===== config.mk =====
export PLATFORM = sky130hd
export DESIGN_NAME = deadline_ordered_timer_queue_core
export DESIGN_NICKNAME = d
export VERILOG_FILES = /design/src/rtl/dotq_pkg.sv /design/src/rtl/dotq_ctrl.sv /design/src/rtl/dotq_datapath.sv /design/src/rtl/deadline_ordered_timer_queue_core.sv
export VERILOG_INCLUDE_DIRS = /design/src /design/src/rtl
export SDC_FILE = /design/constraint.sdc
export NUM_CORES = 2
export LEC_CHECK = 0
export ABC_AREA = 1
export BUFFER_PORTS_ARGS = -buffer_cell sky130_fd_sc_hd__buf_2
export CORE_MARGIN = 4
export CORE_UTILIZATION = 40
export DETAILED_ROUTE_END_ITERATION = 10
export PLACE_DENSITY = 0.62
export SLEW_MARGIN = 20
export SYNTH_ARGS = -nofsm -noshare
export SYNTH_HDL_FRONTEND = slang
export SYNTH_SLANG_ARGS = --single-unit

===== constraint.sdc =====
create_clock -name clk_i -period 6.7 [get_ports clk_i]
set_clock_uncertainty 0.15 [all_clocks]
set_input_delay 1.34 -clock clk_i [delete_from_list [all_inputs] [get_ports clk_i]]
set_output_delay 1.34 -clock clk_i [all_outputs]
set_load 0.05 [all_outputs]

===== src/rtl/deadline_ordered_timer_queue_core_defines.svh =====
// Assertion macros for the deadline-ordered timer queue.
`ifndef DEADLINE_ORDERED_TIMER_QUEUE_CORE_DEFINES_SVH
`define DEADLINE_ORDERED_TIMER_QUEUE_CORE_DEFINES_SVH

// Antecedent implies consequent in the same cycle.
`define DOTQ_ASSERT_SAME(label, clk, rst_n, ante, cons) \
  label: assert property (@(posedge clk) disable iff (!rst_n) (ante) |-> (cons)) \
    else $error("timer queue check failed");

// Antecedent implies consequent in the next cycle.
`define DOTQ_ASSERT_NEXT(label, clk, rst_n, ante, cons) \
  label: assert property (@(posedge clk) disable iff (!rst_n) (ante) |=> (cons)) \
    else $error("timer queue check failed");

`endif


===== src/rtl/dotq_pkg.sv =====
// Package with types, codes and helpers of the deadline-ordered timer queue.
package dotq_pkg;

  // Default sizes.
  localparam int DEPTH_DEF       = 16;
  localparam int HANDLE_BITS_DEF = 8;

  // Fixed field widths.
  localparam int CMD_W    = 2;
  localparam int TIME_W   = 32;
  localparam int TASK_W   = 8;
  localparam int STATUS_W = 3;
  localparam int IN_DATA_W = 2 * TIME_W + TASK_W;

  // Command codes; the fourth code is unused.
  typedef enum logic [CMD_W-1:0] {
    CMD_INSERT = 2'd0,
    CMD_TICK   = 2'd1,
    CMD_STOP   = 2'd2
  } cmd_e;

  // Result status codes.
  typedef enum logic [STATUS_W-1:0] {
    ST_ACCEPTED  = 3'd0,
    ST_ACC_FRONT = 3'd1,
    ST_FULL      = 3'd2,
    ST_FIRED     = 3'd3,
    ST_CANCELLED = 3'd4,
    ST_NONE      = 3'd5
  } status_e;

  // Controller states.
  typedef enum logic {
    S_IDLE,
    S_EXEC
  } state_e;

  // Controller to datapath.
  typedef struct packed {
    logic load;   // capture the accepted input item
    logic step;   // perform one step and produce one result
  } ctrl_cmd_t;

  // Datapath to controller.
  typedef struct packed {
    logic out_valid;  // output register holds a result
    logic step_last;  // the result of this step ends the run
  } dp_sts_t;

  // True when a is strictly later than b in wrapping time.
  function automatic logic later_than(logic [TIME_W-1:0] a, logic [TIME_W-1:0] b);
    logic [TIME_W-1:0] d;
    d = a - b;
    return (d != '0) && !d[TIME_W-1];
  endfunction

  // True when deadline minus now, read as signed, is at most zero.
  function automatic logic is_due(logic [TIME_W-1:0] dl, logic [TIME_W-1:0] now);
    logic [TIME_W-1:0] d;
    d = dl - now;
    return (d == '0) || d[TIME_W-1];
  endfunction

endpackage


===== src/rtl/dotq_ctrl.sv =====
// Controller state machine of the deadline-ordered timer queue.
module dotq_ctrl
  import dotq_pkg::*;
(
  input  logic                 clk_i,
  input  logic                 rst_ni,
  input  logic                 s_tvalid_i,
  output logic                 s_tready_o,
  input  logic [CMD_W-1:0]     s_command_i,
  input  logic                 m_tready_i,
  input  dp_sts_t              sts_i,
  output ctrl_cmd_t            cmd_o
);

  state_e state_q, state_d;
  logic   out_free;
  logic   cmd_known;

  // The output register can take a new result.
  assign out_free = !sts_i.out_valid || m_tready_i;

  // Commands that produce results.
  always_comb begin
    unique case (s_command_i) inside
      CMD_INSERT, CMD_TICK, CMD_STOP: cmd_known = 1'b1;
      default:                        cmd_known = 1'b0;
    endcase
  end

  // State register.
  always_ff @(posedge clk_i or negedge rst_ni) begin
    if (!rst_ni) begin
      state_q <= S_IDLE;
    end else begin
      state_q <= state_d;
    end
  end

  // Next state and commands to the datapath.
  always_comb begin
    state_d    = state_q;
    s_tready_o = 1'b0;
    cmd_o      = '0;
    unique case (state_q)
      S_IDLE: begin
        s_tready_o = 1'b1;
        if (s_tvalid_i) begin
          cmd_o.load = 1'b1;
          if (cmd_known) begin
            state_d = S_EXEC;
          end
        end
      end
      S_EXEC: begin
        if (out_free) begin
          cmd_o.step = 1'b1;
          if (sts_i.step_last) begin
            state_d = S_IDLE;
          end
        end
      end
      default: state_d = S_IDLE;
    endcase
  end

endmodule


===== src/rtl/dotq_datapath.sv =====
// Datapath of the deadline-ordered timer queue: sorted row and output register.
module dotq_datapath
  import dotq_pkg::*;
#(
  parameter int DEPTH       = DEPTH_DEF,
  parameter int HANDLE_BITS = HANDLE_BITS_DEF
) (
  input  logic                 clk_i,
  input  logic                 rst_ni,
  input  ctrl_cmd_t            cmd_i,
  output dp_sts_t              sts_o,
  input  logic [CMD_W-1:0]     s_command_i,
  input  logic [TIME_W-1:0]    s_deadline_i,
  input  logic [TASK_W-1:0]    s_task_i,
  input  logic [TIME_W-1:0]    s_now_i,
  input  logic                 m_tready_i,
  output logic                 m_tvalid_o,
  output logic [TASK_W-1:0]    m_task_o,
  output logic [STATUS_W-1:0]  m_status_o,
  output logic                 m_tlast_o
);

  localparam int CNT_W = $clog2(DEPTH + 1);

  // Sorted row, head at index zero.
  logic [TIME_W-1:0]      due_q [DEPTH];
  logic [TIME_W-1:0]      due_d [DEPTH];
  logic [HANDLE_BITS-1:0] hdl_q [DEPTH];
  logic [HANDLE_BITS-1:0] hdl_d [DEPTH];
  logic [CNT_W-1:0]       count_q, count_d;

  // Captured input item.
  cmd_e                   cmd_q;
  logic [TIME_W-1:0]      dl_q;
  logic [HANDLE_BITS-1:0] new_hdl_q;
  logic [TIME_W-1:0]      now_q;
  logic [DEPTH-1:0]       later_q, later_d;

  // Output register.
  logic                   out_valid_q;
  logic [TASK_W-1:0]      out_task_q, out_task_d;
  status_e                out_status_q, out_status_d;
  logic                   out_last_q, out_last_d;

  // Candidate rows for an insert and for removal of the head.
  logic [TIME_W-1:0]      ins_due [DEPTH];
  logic [HANDLE_BITS-1:0] ins_hdl [DEPTH];
  logic [TIME_W-1:0]      dn_due [DEPTH];
  logic [HANDLE_BITS-1:0] dn_hdl [DEPTH];
  logic [DEPTH-1:0]       keep;

  logic                   full;
  logic                   nonempty;
  logic                   head_due;
  logic                   next_due;
  logic                   more_than_one;

  assign full          = (count_q == CNT_W'(DEPTH));
  assign nonempty      = (count_q != '0);
  assign more_than_one = (count_q > CNT_W'(1));
  assign head_due      = is_due(due_q[0], now_q);
  assign next_due      = is_due(due_q[1], now_q);

  // Per-entry compare against the incoming deadline, taken at capture.
  always_comb begin
    for (int i = 0; i < DEPTH; i++) begin
      later_d[i] = (CNT_W'(i) < count_q) && later_than(due_q[i], s_deadline_i);
    end
  end

  // Insert row: entries before the slot stay, the slot takes the new task,
  // entries after it move up by one.
  for (genvar g = 0; g < DEPTH; g++) begin : g_row
    localparam logic [DEPTH-1:0] LowMask = {DEPTH{1'b1}} >> (DEPTH - 1 - g);
    assign keep[g] = !(|(later_q & LowMask)) && (CNT_W'(g) < count_q);
    if (g == 0) begin : g_head
      assign ins_due[g] = keep[g] ? due_q[g] : dl_q;
      assign ins_hdl[g] = keep[g] ? hdl_q[g] : new_hdl_q;
    end else begin : g_body
      always_comb begin
        if (keep[g]) begin
          ins_due[g] = due_q[g];
          ins_hdl[g] = hdl_q[g];
        end else if (keep[g-1]) begin
          ins_due[g] = dl_q;
          ins_hdl[g] = new_hdl_q;
        end else begin
          ins_due[g] = due_q[g-1];
          ins_hdl[g] = hdl_q[g-1];
        end
      end
    end
    if (g == DEPTH - 1) begin : g_tail
      assign dn_due[g] = due_q[g];
      assign dn_hdl[g] = hdl_q[g];
    end else begin : g_shift
      assign dn_due[g] = due_q[g+1];
      assign dn_hdl[g] = hdl_q[g+1];
    end
  end

  // One step: next row, count and result.
  always_comb begin
    due_d        = due_q;
    hdl_d        = hdl_q;
    count_d      = count_q;
    out_task_d   = '0;
    out_status_d = ST_NONE;
    out_last_d   = 1'b1;
    case (cmd_q)
      CMD_INSERT: begin
        if (full) begin
          out_status_d = ST_FULL;
        end else begin
          due_d        = ins_due;
          hdl_d        = ins_hdl;
          count_d      = count_q + CNT_W'(1);
          out_status_d = keep[0] ? ST_ACCEPTED : ST_ACC_FRONT;
        end
      end
      CMD_TICK: begin
        if (nonempty && head_due) begin
          due_d        = dn_due;
          hdl_d        = dn_hdl;
          count_d      = count_q - CNT_W'(1);
          out_task_d   = TASK_W'(hdl_q[0]);
          out_status_d = ST_FIRED;
          out_last_d   = !(more_than_one && next_due);
        end
      end
      CMD_STOP: begin
        if (nonempty) begin
          due_d        = dn_due;
          hdl_d        = dn_hdl;
          count_d      = count_q - CNT_W'(1);
          out_task_d   = TASK_W'(hdl_q[0]);
          out_status_d = ST_CANCELLED;
          out_last_d   = !more_than_one;
        end
      end
      default: begin
        out_last_d = 1'b1;
      end
    endcase
  end

  // Row storage.
  always_ff @(posedge clk_i) begin
    if (cmd_i.step) begin
      due_q <= due_d;
      hdl_q <= hdl_d;
    end
  end

  // Entry count.
  always_ff @(posedge clk_i or negedge rst_ni) begin
    if (!rst_ni) begin
      count_q <= '0;
    end else if (cmd_i.step) begin
      count_q <= count_d;
    end
  end

  // Capture of the accepted item.
  always_ff @(posedge clk_i) begin
    if (cmd_i.load) begin
      cmd_q     <= cmd_e'(s_command_i);
      dl_q      <= s_deadline_i;
      new_hdl_q <= HANDLE_BITS'(s_task_i);
      now_q     <= s_now_i;
      later_q   <= later_d;
    end
  end

  // Output register valid flag.
  always_ff @(posedge clk_i or negedge rst_ni) begin
    if (!rst_ni) begin
      out_valid_q <= 1'b0;
    end else if (cmd_i.step) begin
      out_valid_q <= 1'b1;
    end else if (m_tready_i) begin
      out_valid_q <= 1'b0;
    end
  end

  // Output register payload.
  always_ff @(posedge clk_i) begin
    if (cmd_i.step) begin
      out_task_q   <= out_task_d;
      out_status_q <= out_status_d;
      out_last_q   <= out_last_d;
    end
  end

  assign sts_o.out_valid = out_valid_q;
  assign sts_o.step_last = out_last_d;

  assign m_tvalid_o = out_valid_q;
  assign m_task_o   = out_task_q;
  assign m_status_o = out_status_q;
  assign m_tlast_o  = out_last_q;

endmodule


===== src/rtl/deadline_ordered_timer_queue_core.sv =====
// Top level of the deadline-ordered timer queue.
// The queue holds up to DEPTH tasks sorted by deadline in a row of registers, newer
// tasks after older ones of equal deadline. Each item is one transfer on the slave side;
// the block takes one item at a time. An insert takes the transfer, in which every stored
// deadline is compared against the new one in parallel, and then one step in which the
// row opens a slot, unless it is full, and the status result is written. A tick or a
// stop takes the transfer and then one step per result, since each fired or cancelled
// entry leaves the head of the row through the single output register; a stalled
// master side stretches this. The next item may be taken while the last result still
// waits in the output register. An unused command code is taken and gives no result.
`include "deadline_ordered_timer_queue_core_defines.svh"

module deadline_ordered_timer_queue_core
  import dotq_pkg::*;
#(
  parameter int DEPTH       = DEPTH_DEF,
  parameter int HANDLE_BITS = HANDLE_BITS_DEF
) (
  input  logic                  clk_i,
  input  logic                  rst_ni,
  input  logic                  s_axis_tvalid_i,
  output logic                  s_axis_tready_o,
  // tdata: deadline [31:0], task_id [39:32], now_time [71:40]
  input  logic [IN_DATA_W-1:0]  s_axis_tdata_i,
  // tuser: command [1:0]
  input  logic [CMD_W-1:0]      s_axis_tuser_i,
  output logic                  m_axis_tvalid_o,
  input  logic                  m_axis_tready_i,
  // tdata: out_task [7:0]
  output logic [TASK_W-1:0]     m_axis_tdata_o,
  // tuser: status [2:0]
  output logic [STATUS_W-1:0]   m_axis_tuser_o,
  // tlast: last_of_run
  output logic                  m_axis_tlast_o
);

  ctrl_cmd_t ctrl_cmd;
  dp_sts_t   dp_sts;
  logic      in_known_xfer;
  logic      out_single;

  // Controller.
  dotq_ctrl u_ctrl (
    .clk_i       (clk_i),
    .rst_ni      (rst_ni),
    .s_tvalid_i  (s_axis_tvalid_i),
    .s_tready_o  (s_axis_tready_o),
    .s_command_i (s_axis_tuser_i),
    .m_tready_i  (m_axis_tready_i),
    .sts_i       (dp_sts),
    .cmd_o       (ctrl_cmd)
  );

  // Datapath.
  dotq_datapath #(
    .DEPTH       (DEPTH),
    .HANDLE_BITS (HANDLE_BITS)
  ) u_dp (
    .clk_i        (clk_i),
    .rst_ni       (rst_ni),
    .cmd_i        (ctrl_cmd),
    .sts_o        (dp_sts),
    .s_command_i  (s_axis_tuser_i),
    .s_deadline_i (s_axis_tdata_i[TIME_W-1:0]),
    .s_task_i     (s_axis_tdata_i[TIME_W +: TASK_W]),
    .s_now_i      (s_axis_tdata_i[TIME_W+TASK_W +: TIME_W]),
    .m_tready_i   (m_axis_tready_i),
    .m_tvalid_o   (m_axis_tvalid_o),
    .m_task_o     (m_axis_tdata_o),
    .m_status_o   (m_axis_tuser_o),
    .m_tlast_o    (m_axis_tlast_o)
  );

  // Input transfer of a command that gives results.
  assign in_known_xfer = s_axis_tvalid_i && s_axis_tready_o &&
                         (s_axis_tuser_i inside {CMD_INSERT, CMD_TICK, CMD_STOP});

  // Valid result whose status never has a follower in its run.
  assign out_single = m_axis_tvalid_o &&
                      (m_axis_tuser_o inside {ST_ACCEPTED, ST_ACC_FRONT, ST_FULL, ST_NONE});

  // A command that gives results blocks further input in the next cycle.
  `DOTQ_ASSERT_NEXT(a_busy_after_accept, clk_i, rst_ni, in_known_xfer, !s_axis_tready_o)

  // Every step shows a result on the master side in the next cycle.
  `DOTQ_ASSERT_NEXT(a_step_shows_result, clk_i, rst_ni, ctrl_cmd.step, m_axis_tvalid_o)

  // Single-result statuses always close their run.
  `DOTQ_ASSERT_SAME(a_single_is_last, clk_i, rst_ni, out_single, m_axis_tlast_o)

endmodule


==> summary.txt <==
Clock network
  – CTS H-tree depth: 3
  – Clock buffer depth: 3
  – CTS Buf Count: 92
  – Clock sink total: 749
  – Clock Latency Late Sink: 0.75 ns
  – Worst-path clk slew: 0.06 ns
  – CTS tree: yes
  – Root Buffer: clkbuf_16
  – CTS Hold Buffers Added: 0
  – # Post-CTS Setup Buffers: 0
  – # resized after CTS: 0

Route
  – Number of routed nets with antenna violations: 0
  – Vias per Instance: 5.85
  – 1st-iter DRT viols: 8287
  – Via count: 70700
  – WL per Instance: 25.8 um
  – DR pass1 iterations: 9
  – Residual DRC: 0
  – Routed wire length: 312 mm

Timing
  – Period Utilization, post-route: 0.762
  – RSZ-0062 raised after global routing: no
  – Setup TNS Final: 0 ns
  – Setup WS post-layout: 1.60 ns
  – Final hold vios: 0
  – Pins over their slew limit: 0
  – Worst relative slew slack: 0.221
  – Fmax: 196 MHz
  – Slew @ Worst Pin: 1.17 ns
  – Min cycle time layout: 5.10 ns
  – Setup Viol. Count Final: 0

Worst setup path
  – Arr. time, crit path: 5.33 ns
  – Critical path cell sequence: ha_1 -> nand2_1 -> inv_1 -> nand2_1 -> nand2_1 -> nand3b_1 -> nand2_1 -> nand3_1 -> nand2_1 -> nand2_1 -> nor2_1 -> nand2_1 -> nor2_2 -> nand3_1 -> nand2_2 -> nand2_2 -> nand2_4 -> nand3_4 -> a21oi_4 -> buf_4
  – CP Class: register to register
  – Startpoint types: register
  – Critical Path Most Common Cell: nand2_1
  – Crit-path max FO: 22
  – Crit end category: register
  – Worst EP required: 6.93 ns
  – Max incr delay on CP: 0.81 ns
  – Slowest stage cell, crit path: a21oi_4
  – Reg2reg setup slack: 1.60 ns

Pwr
  – Peak VDD IR: 0.262 mV
  – LEAKAGE: 0.0327 uW
  – PwrDens: 419 nW/um^2

Cells and area
  – Area grow syn2layout: 8.79%
  – Nets: 10400
  – Share of cells above drive strength 1: 0.0422

Global route
  – Maximum number of pins on one net before global-route repair: 226
  – Vias in the first global route: 66800
  – First-pass GRT wire length: 445 mm
  – Initial antenna violation count: 11
  – Grt total ovfl: 0
  – Overall Global Routing Usage: 0.332

Placed design
  – Port Buffers: 91
  – DP Worst Slack: 1.14 ns
  – Final Wtd Congestion: 1.03
  – Post-DP HPWL: 243 mm

Logic synthesis
  – Top cells by area, synth: edfxtp_1 (32%), ha_1 (10%), nand2_1 (10%)
  – Syn avg cell area: 7.15 um^2
  – Sequential share of the synthesized area: 0.324
  – Synthesis-stage register bit count: 749
  – Cell count after synthesis: 9701
  – Synthesized cell area: 69400 um^2
  – Post-synth cell types: 55
  – Synth top area share: 0.321
  – Async S/R FF share, synth: 0.00935
  – Yosys top cell by area: edfxtp_1
  – Yosys synthesis warning count: 0
  – Synth Flop Type: edfxtp_1
  – Number of flops mapped to enable cells by yosys: 742
  – Syn_nets: 10400

Floorplan
  – Die ar.: 180000 um^2
  – Die Wd: 425 um
  – DIE HEIGHT: 425 um
  – Io pins: 92
  – Initial Utilization: 0.403
  – Core Area: 172000 um^2
  – # rows: 152

Status
  – Outcome: completed

Worst hold path
  – HP Class: primary input to asynchronous set/reset pin

Run
  – Max Cap Viol: 0
[cells in the mapped netlist, drive strengths merged (9+ instances only)]
master  instances
a21oi        1201
a221oi         18
nor3          115
o211ai         71
a21boi         44
buf            41
nand3         290
fa             18
a21o           70
o21bai         51
nand2        1885
a31oi          33
ha            565
nand3b         42
o21a           27
nor4           50
xor2          294
o21ai        1398
nor2          885
nand4         102
clkbuf        225
a211oi          9
xnor2         147
inv          1312
or2            17
edfxtp        742
[power breakdown]
group | total (uW) | switching [uW] | internal, uW
clock | 5060 | 2280 | 2790
sequential | 9320 | 1870 | 7450
combinational | 17300 | 11900 | 5420
total | 31700 | 16000 | 15700
[kinds of logic after synthesis]
kind of cell | count (synthesis) | synth area share
and+or+nand+nor | 3406 | 0.202
AOI/OAI and AO/OA | 2943 | 0.226
buffers and inverters | 1579 | 0.0858
DFF | 749 | 0.324
adders and majority gates | 583 | 0.107
xor gates and xnor gates | 441 | 0.0557
[cell type report]
class / instances / area [um^2]
tap: 2310 / 2890
timing repair buffer: 173 / 1120
clock buffer: 118 / 2400
clock inverter: 45 / 509
antenna: 9 / 22.5
multi-input combinational: 7373 / 41200
inverter: 1313 / 4940
fill: 17800 / 96600
sequential: 749 / 22500
[worst max-delay path: cells and delay by family, from the launching register on]
family	cells	cell delay, ns
and+or+nand+nor	16	2.11
AOI/OAI and AO/OA	1	0.81
DFF	1	0.64
buffers and inverters	2	0.52
adders and majority gates	1	0.48
[worst paths after layout]
path                                      start          endpoint  depth (start not counted)
min in group clk_i              u_dp.m_tvalid_o   u_dp.m_tvalid_o                          2
worst min-delay path                     rst_ni   u_dp.count_q[4]                          1
worst min register to register  u_dp.m_tvalid_o   u_dp.m_tvalid_o                          2
worst max register to register  u_dp.due_q[488]  u_dp.dn_due[364]                         20
worst max-delay path            u_dp.due_q[488]  u_dp.dn_due[364]                         20
max in group asynchronous                rst_ni   u_dp.count_q[2]                          1
[metrics by stage]
stage | power, uW | util | std cells | hold WS (ns) | area [um^2]
global placement | 26000 | 0.422 | 11900 | 0.343 | 72600
global route | 33600 | 0.439 | 12100 | 0.282 | 75500
finish | 31700 | 0.439 | 12100 | 0.288 | 75500
detailed placement | 26200 | 0.422 | 11900 | 0.366 | 72600
CTS | 31300 | 0.439 | 12100 | 0.256 | 75500
floorplan | 20200 | - | 9701 | 0.333 | 69400
[sequential cells by signal, indices dropped and copies added, names as in the netlist, 2 cells and up]
register,flops
u_dp.dn_due,480
u_dp.dl_q,32
u_dp.count_q,5
u_dp.new_hdl_q,8
u_dp.cmd_q,2
u_dp.m_status_o,3
u_dp.later_q,16
u_dp.m_task_o,8
u_dp.dn_hdl,120
u_dp.due_q,32
u_dp.now_q,32
u_dp.hdl_q,8
[per-layer routing]
metal / GRT usage / part of all wire / wire length, um / up-vias
met2: 0.537 / 0.45 / 140000 / 3296
met1: 0.412 / 0.40 / 124000 / 33600
met4: 0.218 / 0.078 / 24400 / 2
met3: 0.0497 / 0.078 / 24200 / 746
li1: - / - / - / 33100
met5: 0 / 0.000055 / 17 / -
[cells in the final DEF (no fill, tap or decap), types with 10 or more instances in the layout]
master     Yosys  final
ha_1         565    564
buf_2          7     91
xor2_1       294    294
nor4_1        50     50
o21ai_1       63     64
a221oi_1      18     18
clkinv_1       1     13
nand3b_1      42     42
buf_4          0     78
a31oi_1       33     33
edfxtp_1     742    742
clkbuf_1     223     26
inv_2         12     38
nor2_1       879    870
nor3_1       112    111
nand4_1      102    102
o21ai_0     1331   1330
o21bai_1      51     51
inv_1       1300   1273
xnor2_1      147    147
a21boi_0      44     44
nand2_1     1870   1867
or2_2         14     14
nand3_1      288    287
a21oi_1     1190   1190
clkbuf_16      0     92
fa_1          18     18
o21a_1        27     27
a21oi_4        0     10
a21o_1        70     70
o211ai_1      71     71
nand2_2       13     16
No activity file was read; power rests on OpenSTA's default activity.
